--- src/rsbc_pkg.sv ---
// ----------------------------------------------------------------------------
// rsbc_pkg
// Shared widths, constants and register map of the RLE sprite blit clipper.
// ----------------------------------------------------------------------------
package rsbc_pkg;

    // framebuffer defaults
    localparam int FB_WIDTH_DEF  = 320;
    localparam int FB_HEIGHT_DEF = 240;

    // payload widths
    localparam int WORD_W  = 16;
    localparam int ADDR_W  = 17;
    localparam int POS_W   = 17;
    localparam int COUNT_W = 15;
    localparam int COORD_W = 16;

    // header word layout
    localparam int SPAN_BIT = 15;

    // column saturation point, always off screen
    localparam logic signed [POS_W-1:0] COL_MAX = 17'sd65535;

    // configuration port
    localparam int PADDR_W = 4;
    localparam int PDATA_W = 32;

    typedef enum logic [1:0] {
        REG_ORIGIN_X     = 2'd0,
        REG_ORIGIN_Y     = 2'd1,
        REG_IMAGE_HEIGHT = 2'd2
    } reg_index_t;

endpackage

--- src/rsbc_stream_if.sv ---
// ----------------------------------------------------------------------------
// rsbc_stream_if
// Valid/ready channel carrying one word of the encoded sprite stream.
// ----------------------------------------------------------------------------
interface rsbc_stream_if import rsbc_pkg::*; ();

    logic              valid;
    logic              ready;
    logic [WORD_W-1:0] rle_word;
    logic              start_of_image;

    modport source (output valid, output rle_word, output start_of_image, input ready);
    modport sink   (input valid, input rle_word, input start_of_image, output ready);

endinterface

--- src/rsbc_pixel_if.sv ---
// ----------------------------------------------------------------------------
// rsbc_pixel_if
// Valid/ready channel carrying one framebuffer pixel write.
// ----------------------------------------------------------------------------
interface rsbc_pixel_if import rsbc_pkg::*; ();

    logic              valid;
    logic              ready;
    logic [ADDR_W-1:0] fb_address;
    logic [WORD_W-1:0] pixel_value;

    modport source (output valid, output fb_address, output pixel_value, input ready);
    modport sink   (input valid, input fb_address, input pixel_value, output ready);

endinterface

--- src/rle_sprite_blit_clipper.sv ---
// ----------------------------------------------------------------------------
// rle_sprite_blit_clipper
// Decodes an RLE sprite stream into clipped framebuffer pixel writes.
// ----------------------------------------------------------------------------
// Takes one stream word per cycle while the pixel side does not stall, and
// gives at most one pixel write per word. A word is captured in an input
// register, decoded against the position state when the output register
// can take it, and a visible pixel lands in the output register, which
// offers the write on the pixel channel.
// The input side stays ready while the output register is empty or being
// drained; stream.ready follows pixels.ready combinationally. Nothing is
// drawn until a word with start_of_image set arrives; origin_y,
// image_height and origin_x are sampled there, origin_x again at each row end.
module rle_sprite_blit_clipper import rsbc_pkg::*; #(
    parameter int FB_WIDTH  = FB_WIDTH_DEF,
    parameter int FB_HEIGHT = FB_HEIGHT_DEF
) (
    input  logic               clk,
    input  logic               rst_n,

    rsbc_stream_if.sink        stream,
    rsbc_pixel_if.source       pixels,

    input  logic               psel,
    input  logic               penable,
    input  logic               pwrite,
    input  logic [PADDR_W-1:0] paddr,
    input  logic [PDATA_W-1:0] pwdata,
    output logic [PDATA_W-1:0] prdata,
    output logic               pready
);

    localparam logic signed [POS_W:0]   FbHeightS = (POS_W+1)'(FB_HEIGHT);
    localparam logic        [POS_W-1:0] FbHeightU = POS_W'(FB_HEIGHT);
    localparam logic        [POS_W-1:0] FbWidthU  = POS_W'(FB_WIDTH);
    localparam logic        [ADDR_W-1:0] FbWidthA = ADDR_W'(FB_WIDTH);

    // configuration registers
    logic signed [COORD_W-1:0] origin_x_reg;
    logic signed [COORD_W-1:0] origin_y_reg;
    logic        [COUNT_W-1:0] image_height_reg;

    // input register
    logic              in_valid_reg;
    logic [WORD_W-1:0] in_word_reg;
    logic              in_sof_reg;

    // decode state
    logic signed [POS_W-1:0]   cur_col_reg, cur_col_next;
    logic signed [POS_W-1:0]   cur_row_reg, cur_row_next;
    logic signed [POS_W-1:0]   end_row_reg, end_row_next;
    logic        [COUNT_W-1:0] pixels_left_reg, pixels_left_next;
    logic                      finished_reg, finished_next;

    // output register
    logic              out_valid_reg;
    logic [ADDR_W-1:0] out_addr_reg, out_addr_next;
    logic [WORD_W-1:0] out_pixel_reg;

    logic                      fire;
    logic                      produce;
    logic                      cfg_write;
    reg_index_t                cfg_index;
    logic signed [POS_W-1:0]   col_e, row_e, end_e;
    logic                      fin_e;
    logic signed [POS_W-1:0]   ox_ext, oy_ext;
    logic signed [POS_W:0]     end_sum;
    logic signed [POS_W-1:0]   end_load;
    logic signed [POS_W:0]     col_sum;
    logic [COUNT_W-1:0]        count;
    logic [COUNT_W-1:0]        step;
    logic                      visible;
    logic signed [POS_W-1:0]   row_inc;

    // ------------------------------------------------------------------
    // configuration port
    // ------------------------------------------------------------------
    assign pready    = 1'b1;
    assign cfg_write = psel && penable && pwrite;
    assign cfg_index = reg_index_t'(paddr[PADDR_W-1:2]);

    always_ff @(posedge clk or negedge rst_n)
    begin
        if (!rst_n)
        begin
            origin_x_reg     <= '0;
            origin_y_reg     <= '0;
            image_height_reg <= '0;
        end
        else if (cfg_write)
        begin
            unique case (cfg_index)
                REG_ORIGIN_X:     origin_x_reg     <= pwdata[COORD_W-1:0];
                REG_ORIGIN_Y:     origin_y_reg     <= pwdata[COORD_W-1:0];
                REG_IMAGE_HEIGHT: image_height_reg <= pwdata[COUNT_W-1:0];
                default:          ;
            endcase
        end
    end

    always_comb
    begin
        unique case (cfg_index)
            REG_ORIGIN_X:     prdata = {{(PDATA_W-COORD_W){1'b0}}, origin_x_reg};
            REG_ORIGIN_Y:     prdata = {{(PDATA_W-COORD_W){1'b0}}, origin_y_reg};
            REG_IMAGE_HEIGHT: prdata = {{(PDATA_W-COUNT_W){1'b0}}, image_height_reg};
            default:          prdata = '0;
        endcase
    end

    // ------------------------------------------------------------------
    // handshake
    // ------------------------------------------------------------------
    assign fire         = in_valid_reg && (!out_valid_reg || pixels.ready);
    assign stream.ready = !in_valid_reg || fire;

    always_ff @(posedge clk or negedge rst_n)
    begin
        if (!rst_n)
            in_valid_reg <= 1'b0;
        else if (stream.ready)
            in_valid_reg <= stream.valid;
    end

    always_ff @(posedge clk)
    begin
        if (stream.ready && stream.valid)
        begin
            in_word_reg <= stream.rle_word;
            in_sof_reg  <= stream.start_of_image;
        end
    end

    // ------------------------------------------------------------------
    // decode
    // ------------------------------------------------------------------
    assign ox_ext   = {origin_x_reg[COORD_W-1], origin_x_reg};
    assign oy_ext   = {origin_y_reg[COORD_W-1], origin_y_reg};
    assign end_sum  = {{2{origin_y_reg[COORD_W-1]}}, origin_y_reg}
                    + $signed({3'b000, image_height_reg});
    assign end_load = (end_sum > FbHeightS) ? $signed(FbHeightU) : end_sum[POS_W-1:0];

    // start word reloads position before it is decoded as a header
    assign col_e = in_sof_reg ? ox_ext   : cur_col_reg;
    assign row_e = in_sof_reg ? oy_ext   : cur_row_reg;
    assign end_e = in_sof_reg ? end_load : end_row_reg;
    assign fin_e = in_sof_reg ? !(oy_ext < end_load) : finished_reg;

    assign count   = in_word_reg[COUNT_W-1:0];
    assign row_inc = row_e + POS_W'(1);

    // pixel path only runs with a span open, never on a start word
    assign visible = !cur_row_reg[POS_W-1] && (cur_row_reg[POS_W-1:0] < FbHeightU)
                  && !cur_col_reg[POS_W-1] && (cur_col_reg[POS_W-1:0] < FbWidthU);
    assign out_addr_next = cur_row_reg[ADDR_W-1:0] * FbWidthA + cur_col_reg[ADDR_W-1:0];

    // saturating column advance
    assign step    = (!in_sof_reg && pixels_left_reg != '0) ? COUNT_W'(1) : count;
    assign col_sum = {col_e[POS_W-1], col_e} + $signed({3'b000, step});

    always_comb
    begin
        cur_col_next     = col_e;
        cur_row_next     = row_e;
        end_row_next     = end_e;
        pixels_left_next = in_sof_reg ? '0 : pixels_left_reg;
        finished_next    = fin_e;
        produce          = 1'b0;
        if (!fin_e)
        begin
            if (!in_sof_reg && pixels_left_reg != '0)
            begin
                pixels_left_next = pixels_left_reg - COUNT_W'(1);
                produce          = visible;
                cur_col_next     = (col_sum > $signed({1'b0, COL_MAX})) ? COL_MAX
                                                                        : col_sum[POS_W-1:0];
            end
            else if (in_word_reg[SPAN_BIT])
            begin
                pixels_left_next = count;
            end
            else if (count != '0)
            begin
                cur_col_next = (col_sum > $signed({1'b0, COL_MAX})) ? COL_MAX
                                                                    : col_sum[POS_W-1:0];
            end
            else
            begin
                // end of row
                cur_col_next  = ox_ext;
                cur_row_next  = row_inc;
                finished_next = !(row_inc < end_e);
            end
        end
    end

    always_ff @(posedge clk or negedge rst_n)
    begin
        if (!rst_n)
        begin
            cur_col_reg     <= '0;
            cur_row_reg     <= '0;
            end_row_reg     <= '0;
            pixels_left_reg <= '0;
            finished_reg    <= 1'b1;
        end
        else if (fire)
        begin
            cur_col_reg     <= cur_col_next;
            cur_row_reg     <= cur_row_next;
            end_row_reg     <= end_row_next;
            pixels_left_reg <= pixels_left_next;
            finished_reg    <= finished_next;
        end
    end

    // ------------------------------------------------------------------
    // output register
    // ------------------------------------------------------------------
    always_ff @(posedge clk or negedge rst_n)
    begin
        if (!rst_n)
            out_valid_reg <= 1'b0;
        else if (fire)
            out_valid_reg <= produce;
        else if (pixels.ready)
            out_valid_reg <= 1'b0;
    end

    always_ff @(posedge clk)
    begin
        if (fire && produce)
        begin
            out_addr_reg  <= out_addr_next;
            out_pixel_reg <= in_word_reg;
        end
    end

    assign pixels.valid       = out_valid_reg;
    assign pixels.fb_address  = out_addr_reg;
    assign pixels.pixel_value = out_pixel_reg;

endmodule

--- src/flat_wrapper.sv ---
// flat-port wrapper written by rule: the top's interface ports become plain ports
module rle_sprite_blit_clipper_flat import rsbc_pkg::*;
#(
    parameter int FB_WIDTH  = FB_WIDTH_DEF,
    parameter int FB_HEIGHT = FB_HEIGHT_DEF
)
  (clk, rst_n, psel, penable, pwrite, paddr, pwdata, prdata, pready, stream_valid, stream_rle_word, stream_start_of_image, stream_ready, pixels_valid, pixels_fb_address, pixels_pixel_value, pixels_ready);
  rsbc_stream_if stream_i ();
  rsbc_pixel_if pixels_i ();
  input  logic clk;
  input  logic rst_n;
  input  logic psel;
  input  logic penable;
  input  logic pwrite;
  input  logic [PADDR_W-1:0] paddr;
  input  logic [PDATA_W-1:0] pwdata;
  output logic [PDATA_W-1:0] prdata;
  output logic pready;
  input wire logic [$bits(stream_i.valid)-1:0] stream_valid;
  input wire logic [$bits(stream_i.rle_word)-1:0] stream_rle_word;
  input wire logic [$bits(stream_i.start_of_image)-1:0] stream_start_of_image;
  output wire logic [$bits(stream_i.ready)-1:0] stream_ready;
  output wire logic [$bits(pixels_i.valid)-1:0] pixels_valid;
  output wire logic [$bits(pixels_i.fb_address)-1:0] pixels_fb_address;
  output wire logic [$bits(pixels_i.pixel_value)-1:0] pixels_pixel_value;
  input wire logic [$bits(pixels_i.ready)-1:0] pixels_ready;
  assign stream_i.valid = stream_valid;
  assign stream_i.rle_word = stream_rle_word;
  assign stream_i.start_of_image = stream_start_of_image;
  assign stream_ready = stream_i.ready;
  assign pixels_valid = pixels_i.valid;
  assign pixels_fb_address = pixels_i.fb_address;
  assign pixels_pixel_value = pixels_i.pixel_value;
  assign pixels_i.ready = pixels_ready;
  rle_sprite_blit_clipper #(.FB_WIDTH(FB_WIDTH), .FB_HEIGHT(FB_HEIGHT)) u_core (.clk(clk), .rst_n(rst_n), .stream(stream_i), .pixels(pixels_i), .psel(psel), .penable(penable), .pwrite(pwrite), .paddr(paddr), .pwdata(pwdata), .prdata(prdata), .pready(pready));
endmodule
--- config.mk ---
export PLATFORM = sky130hd
export DESIGN_NAME = rle_sprite_blit_clipper_flat
export DESIGN_NICKNAME = d
export VERILOG_FILES = /design/src/rsbc_pkg.sv /design/src/rsbc_stream_if.sv /design/src/rsbc_pixel_if.sv /design/src/rle_sprite_blit_clipper.sv /design/src/flat_wrapper.sv
export SDC_FILE = /design/constraint.sdc
export NUM_CORES = 1
export LEC_CHECK = 0
export BUFFER_PORTS_ARGS = -buffer_cell sky130_fd_sc_hd__buf_4
export CAP_MARGIN = 20
export CELL_PAD_IN_SITES_DETAIL_PLACEMENT = 0
export CELL_PAD_IN_SITES_GLOBAL_PLACEMENT = 1
export CORE_ASPECT_RATIO = 1.1
export CORE_MARGIN = 3
export CORE_UTILIZATION = 50
export DETAILED_ROUTE_END_ITERATION = 7
export GPL_ROUTABILITY_DRIVEN = 0
export PLACE_DENSITY = 0.91
export SYNTH_ARGS = -nofsm -noshare
export SYNTH_HDL_FRONTEND = slang
export SYNTH_SLANG_ARGS = --single-unit
--- constraint.sdc ---
create_clock -name clk -period 24.3 [get_ports clk]
set_clock_uncertainty 0.05 [all_clocks]
set_input_delay 1.215 -clock clk [delete_from_list [all_inputs] [get_ports clk]]
set_output_delay 1.215 -clock clk [all_outputs]
set_load 0.01 [all_outputs]
==> metrics.txt <==
area share of the largest cell type after synthesis=23.6%; Final Cell Area=0.0136 mm2; fin cells=~1.7k; post-CTS resize count=0; sw frac=43.7%; max_cap viols=0; combinational share of power=about 51%; largest net degree at the start of global routing=76; Antenna diodes=0; row count=between 50 and 60; post-synthesis sequential area ratio=36.1%; Detail Route Antenna Nets=0; final setup fails=0; Pre-Repair DR Iteration Count=7; die width=155 um; Clk pwr share=around 18%; drt drc=0; placement-stage cell area=0.0131 mm2; wirelength, routed=34.1 mm; FF+latch count, synth=166; peak supply drop=55.2 uV; pwr dens=around 110 mW/mm2; Peak Freq=roughly 0.12 GHz; DRT iter0 DRCs=a little under 900; synth unique cells=91; CTS tree=built; Worst Path Class, Setup=reg2reg; setup TNS=0 ns; Clk pin slew, worst setup/hold paths=0.07 ns; global route total overflow=0; NetSw=~0.00064 W; min Tclk post-route=around 8.5 ns; top post-synthesis cells by area=dfrtp_1, edfxtp_1, ha_1; Worst-Margin Slew=0.962 ns; Lkg Pwr=5.71 nW; crit path launch type=register; DR vias=approximately 11k; Die ar.=0.0264 mm2; # IOs=128; share of cells above drive strength 1=~17%; CP arrival=8.55 ns; top sig layer=met4; final design utilization=57.1%; setup ws final=15.77 ns; HPWL Detailed=about 24 mm; status=finished clean; metal2 WL=15.6 mm; Relative slew margins=35.9%; Clock Path Buffers=2; clock latency on the worst-skew pair=approximately 0.44 ns; Syn Inst Count=1,318; Top FF cell, synth=dfrtp_1; DR WL/cell=20.1 um; initial core utilization=51.2%; worst endpoint required time=roughly 24 ns; first-pass GRT wire length=roughly 55 mm; average size of a mapped cell=9.27 um2; htree depth=4; Post-Place Setup Slack=15.95 ns; nets@finish=around 1.5k; CP Max Fanout=34; Yosys Warn Count=0; drt via density=6.22; Hold Buf Count CTS=0; Final Max Slew Viols=0; R2R cell count=24; Async S/R FF share, synth=69.9%; Setup crit end=u_core.pixels.pixel_value[14]; initial antenna violation count=0; met3 wire len=2.26 mm; Port Buffers=92; Syn-to-layout area delta=11.5%; Synth area leader=dfrtp_1; placed insts=1,664; Final Hold Viols=0; Post-synth EDFFs=50; root buffer cell=clkbuf_16; TritonCTS Sinks=166; post-CTS setup buffer count=0; core area=0.0238 mm2; Int Pwr=around 0.00083 W; post-synth design cell area=0.0122 mm2; RR Endpoint=u_core.pixels.pixel_value[14]; share of power burned in registers=31.4%; endpoint class of the critical path=register; CTS Buf Count=17; vias in the first global route=10.1k; RR Startpoint=u_core.origin_y_reg[0]; flop2flop setup slack=approximately 16 ns; Final Cycle Share=35.1%; class of the tightest hold or removal check=reg2reg; chip height=170 um; Crit. Startpoint=u_core.origin_y_reg[0]; RSZ-0062 raised after global routing=false; gr usage total=26.1%; DRT met1 WL=15.2 mm
[cell families after synthesis]
family | Yosys count | synth area share, %
flops | 166 | 36.1
buf+inv | 121 | 4.61
fa+ha+maj | 92 | 9.67
compound gates | 385 | 20.5
simple gates | 393 | 16.2
other cells | 2 | 0.0615
xor+xnor | 72 | 5.16
mux | 87 | 7.74
[metal layers]
metal / vias to the layer above / global-route usage, %
met5: - / 0
met4: 0 / 9.25
met3: 69 / 3.66
met2: 440 / 41.1
met1: 5098 / 36.9
li1: 4948 / -
[placed cells by master, fill, tap and decap left out, types with 6 or more instances in the layout]
master       n
clkbuf_16   17
a21o_1      21
mux2i_1     27
and2_1       7
nand2b_1    13
buf_4      106
a32oi_1     11
dfrtp_1    115
a221oi_1     6
o21ai_0    110
xor2_1      31
nand3_1     29
mux2_2      60
nand4_1     12
a21boi_0     7
o22a_1       6
nor2b_1     35
o21a_1       8
nor2_1      77
edfxtp_1    50
o21bai_1     7
nor3_1      28
o21ai_1      9
o22ai_1      6
inv_1       40
conb_1      17
a22oi_1     12
nand2_1    124
or3_1        8
nor4_1      10
o31ai_1      9
a31oi_1      8
xnor2_1     41
o211ai_1     9
ha_1        88
nand3b_1     6
a21oi_1    100
[how the worst min path moves through the flow]
stage,to,start,depth (start not counted)
2_1_floorplan,u_core.pixels.pixel_value[15],u_core.in_word_reg[15],0
3_3_place_gp,u_core.end_row_reg[15],u_core.end_row_reg[15],2
3_5_place_dp,u_core.end_row_reg[9],u_core.end_row_reg[9],2
4_1_cts,u_core.end_row_reg[9],u_core.end_row_reg[9],2
5_1_grt,u_core.pixels.fb_address[1],u_core.cur_col_reg[1],0
6_report,u_core.end_row_reg[9],u_core.end_row_reg[9],2
[stage by stage]
step / total power [W] / hold WS [ns]
after floorplan: 0.00101 / 0.374
after global placement: 0.00118 / 0.406
after detailed placement: 0.00119 / 0.415
after CTS: 0.00146 / 0.429
after global routing: 0.00158 / 0.447
final: 0.00147 / 0.428
[layout make-up]
type                            instances  area (um2)
Inverter                               42         158
Multi-Input combinational cell       1046        7330
Clock inverter                         13         111
Tap cell                              305         382
Sequential cell                       166        4410
Fill cell                            2123       10200
Clock buffer                           19         437
Timing Repair Buffer                  106         796
[power groups by stage]
stage | Clock [W] | Sequential, W | Combinational [W]
3_5_place_dp | 0 | 0.000462 | 0.000733
2_1_floorplan | 0 | 0.000419 | 0.000588
6_report | 0.000262 | 0.000461 | 0.000744
5_1_grt | 0.000276 | 0.000469 | 0.000839
3_3_place_gp | 0 | 0.000460 | 0.000717
4_1_cts | 0.000264 | 0.000457 | 0.000740
[Yosys cell counts, types with 10 or more instances]
| master | instances |
|---|---|
| nand2_1 | 125 |
| dfrtp_1 | 115 |
| o21ai_0 | 110 |
| a21oi_1 | 100 |
| ha_1 | 88 |
| nor2_1 | 77 |
| mux2_2 | 60 |
| edfxtp_1 | 50 |
| xnor2_1 | 41 |
| clkbuf_1 | 40 |
| inv_1 | 40 |
| nor2b_1 | 35 |
| xor2_1 | 31 |
| nand3_1 | 29 |
| nor3_1 | 29 |
| mux2i_1 | 27 |
| a21o_1 | 21 |
| buf_4 | 21 |
| nand2b_1 | 13 |
| a22oi_1 | 12 |
| buf_2 | 12 |
| nand4_1 | 12 |
| a32oi_1 | 11 |
| nor4_1 | 10 |
[critical path: stages, from the launching register on]
cell and delay, ns:
dfrtp_1 0.49, ha_1 0.27, fa_1 0.41, a21oi_1 0.25
o211ai_2 0.19, a2111oi_4 0.52, o21ai_0 0.14, o22a_1 0.19
nor4_1 0.38, nand4_1 0.15, ha_1 0.43, clkinv_1 0.51
a41oi_1 0.57, nor2_1 0.17, ha_1 0.32, a21o_1 0.18
a21o_1 0.16, a21oi_1 0.15, nor4b_1 0.29, o31ai_1 0.15
a31oi_2 0.20, buf_4 0.40, nand2_1 0.63, nor4_4 0.43
buf_4 0.49
Note: power is estimated with default switching activity, not from simulation.
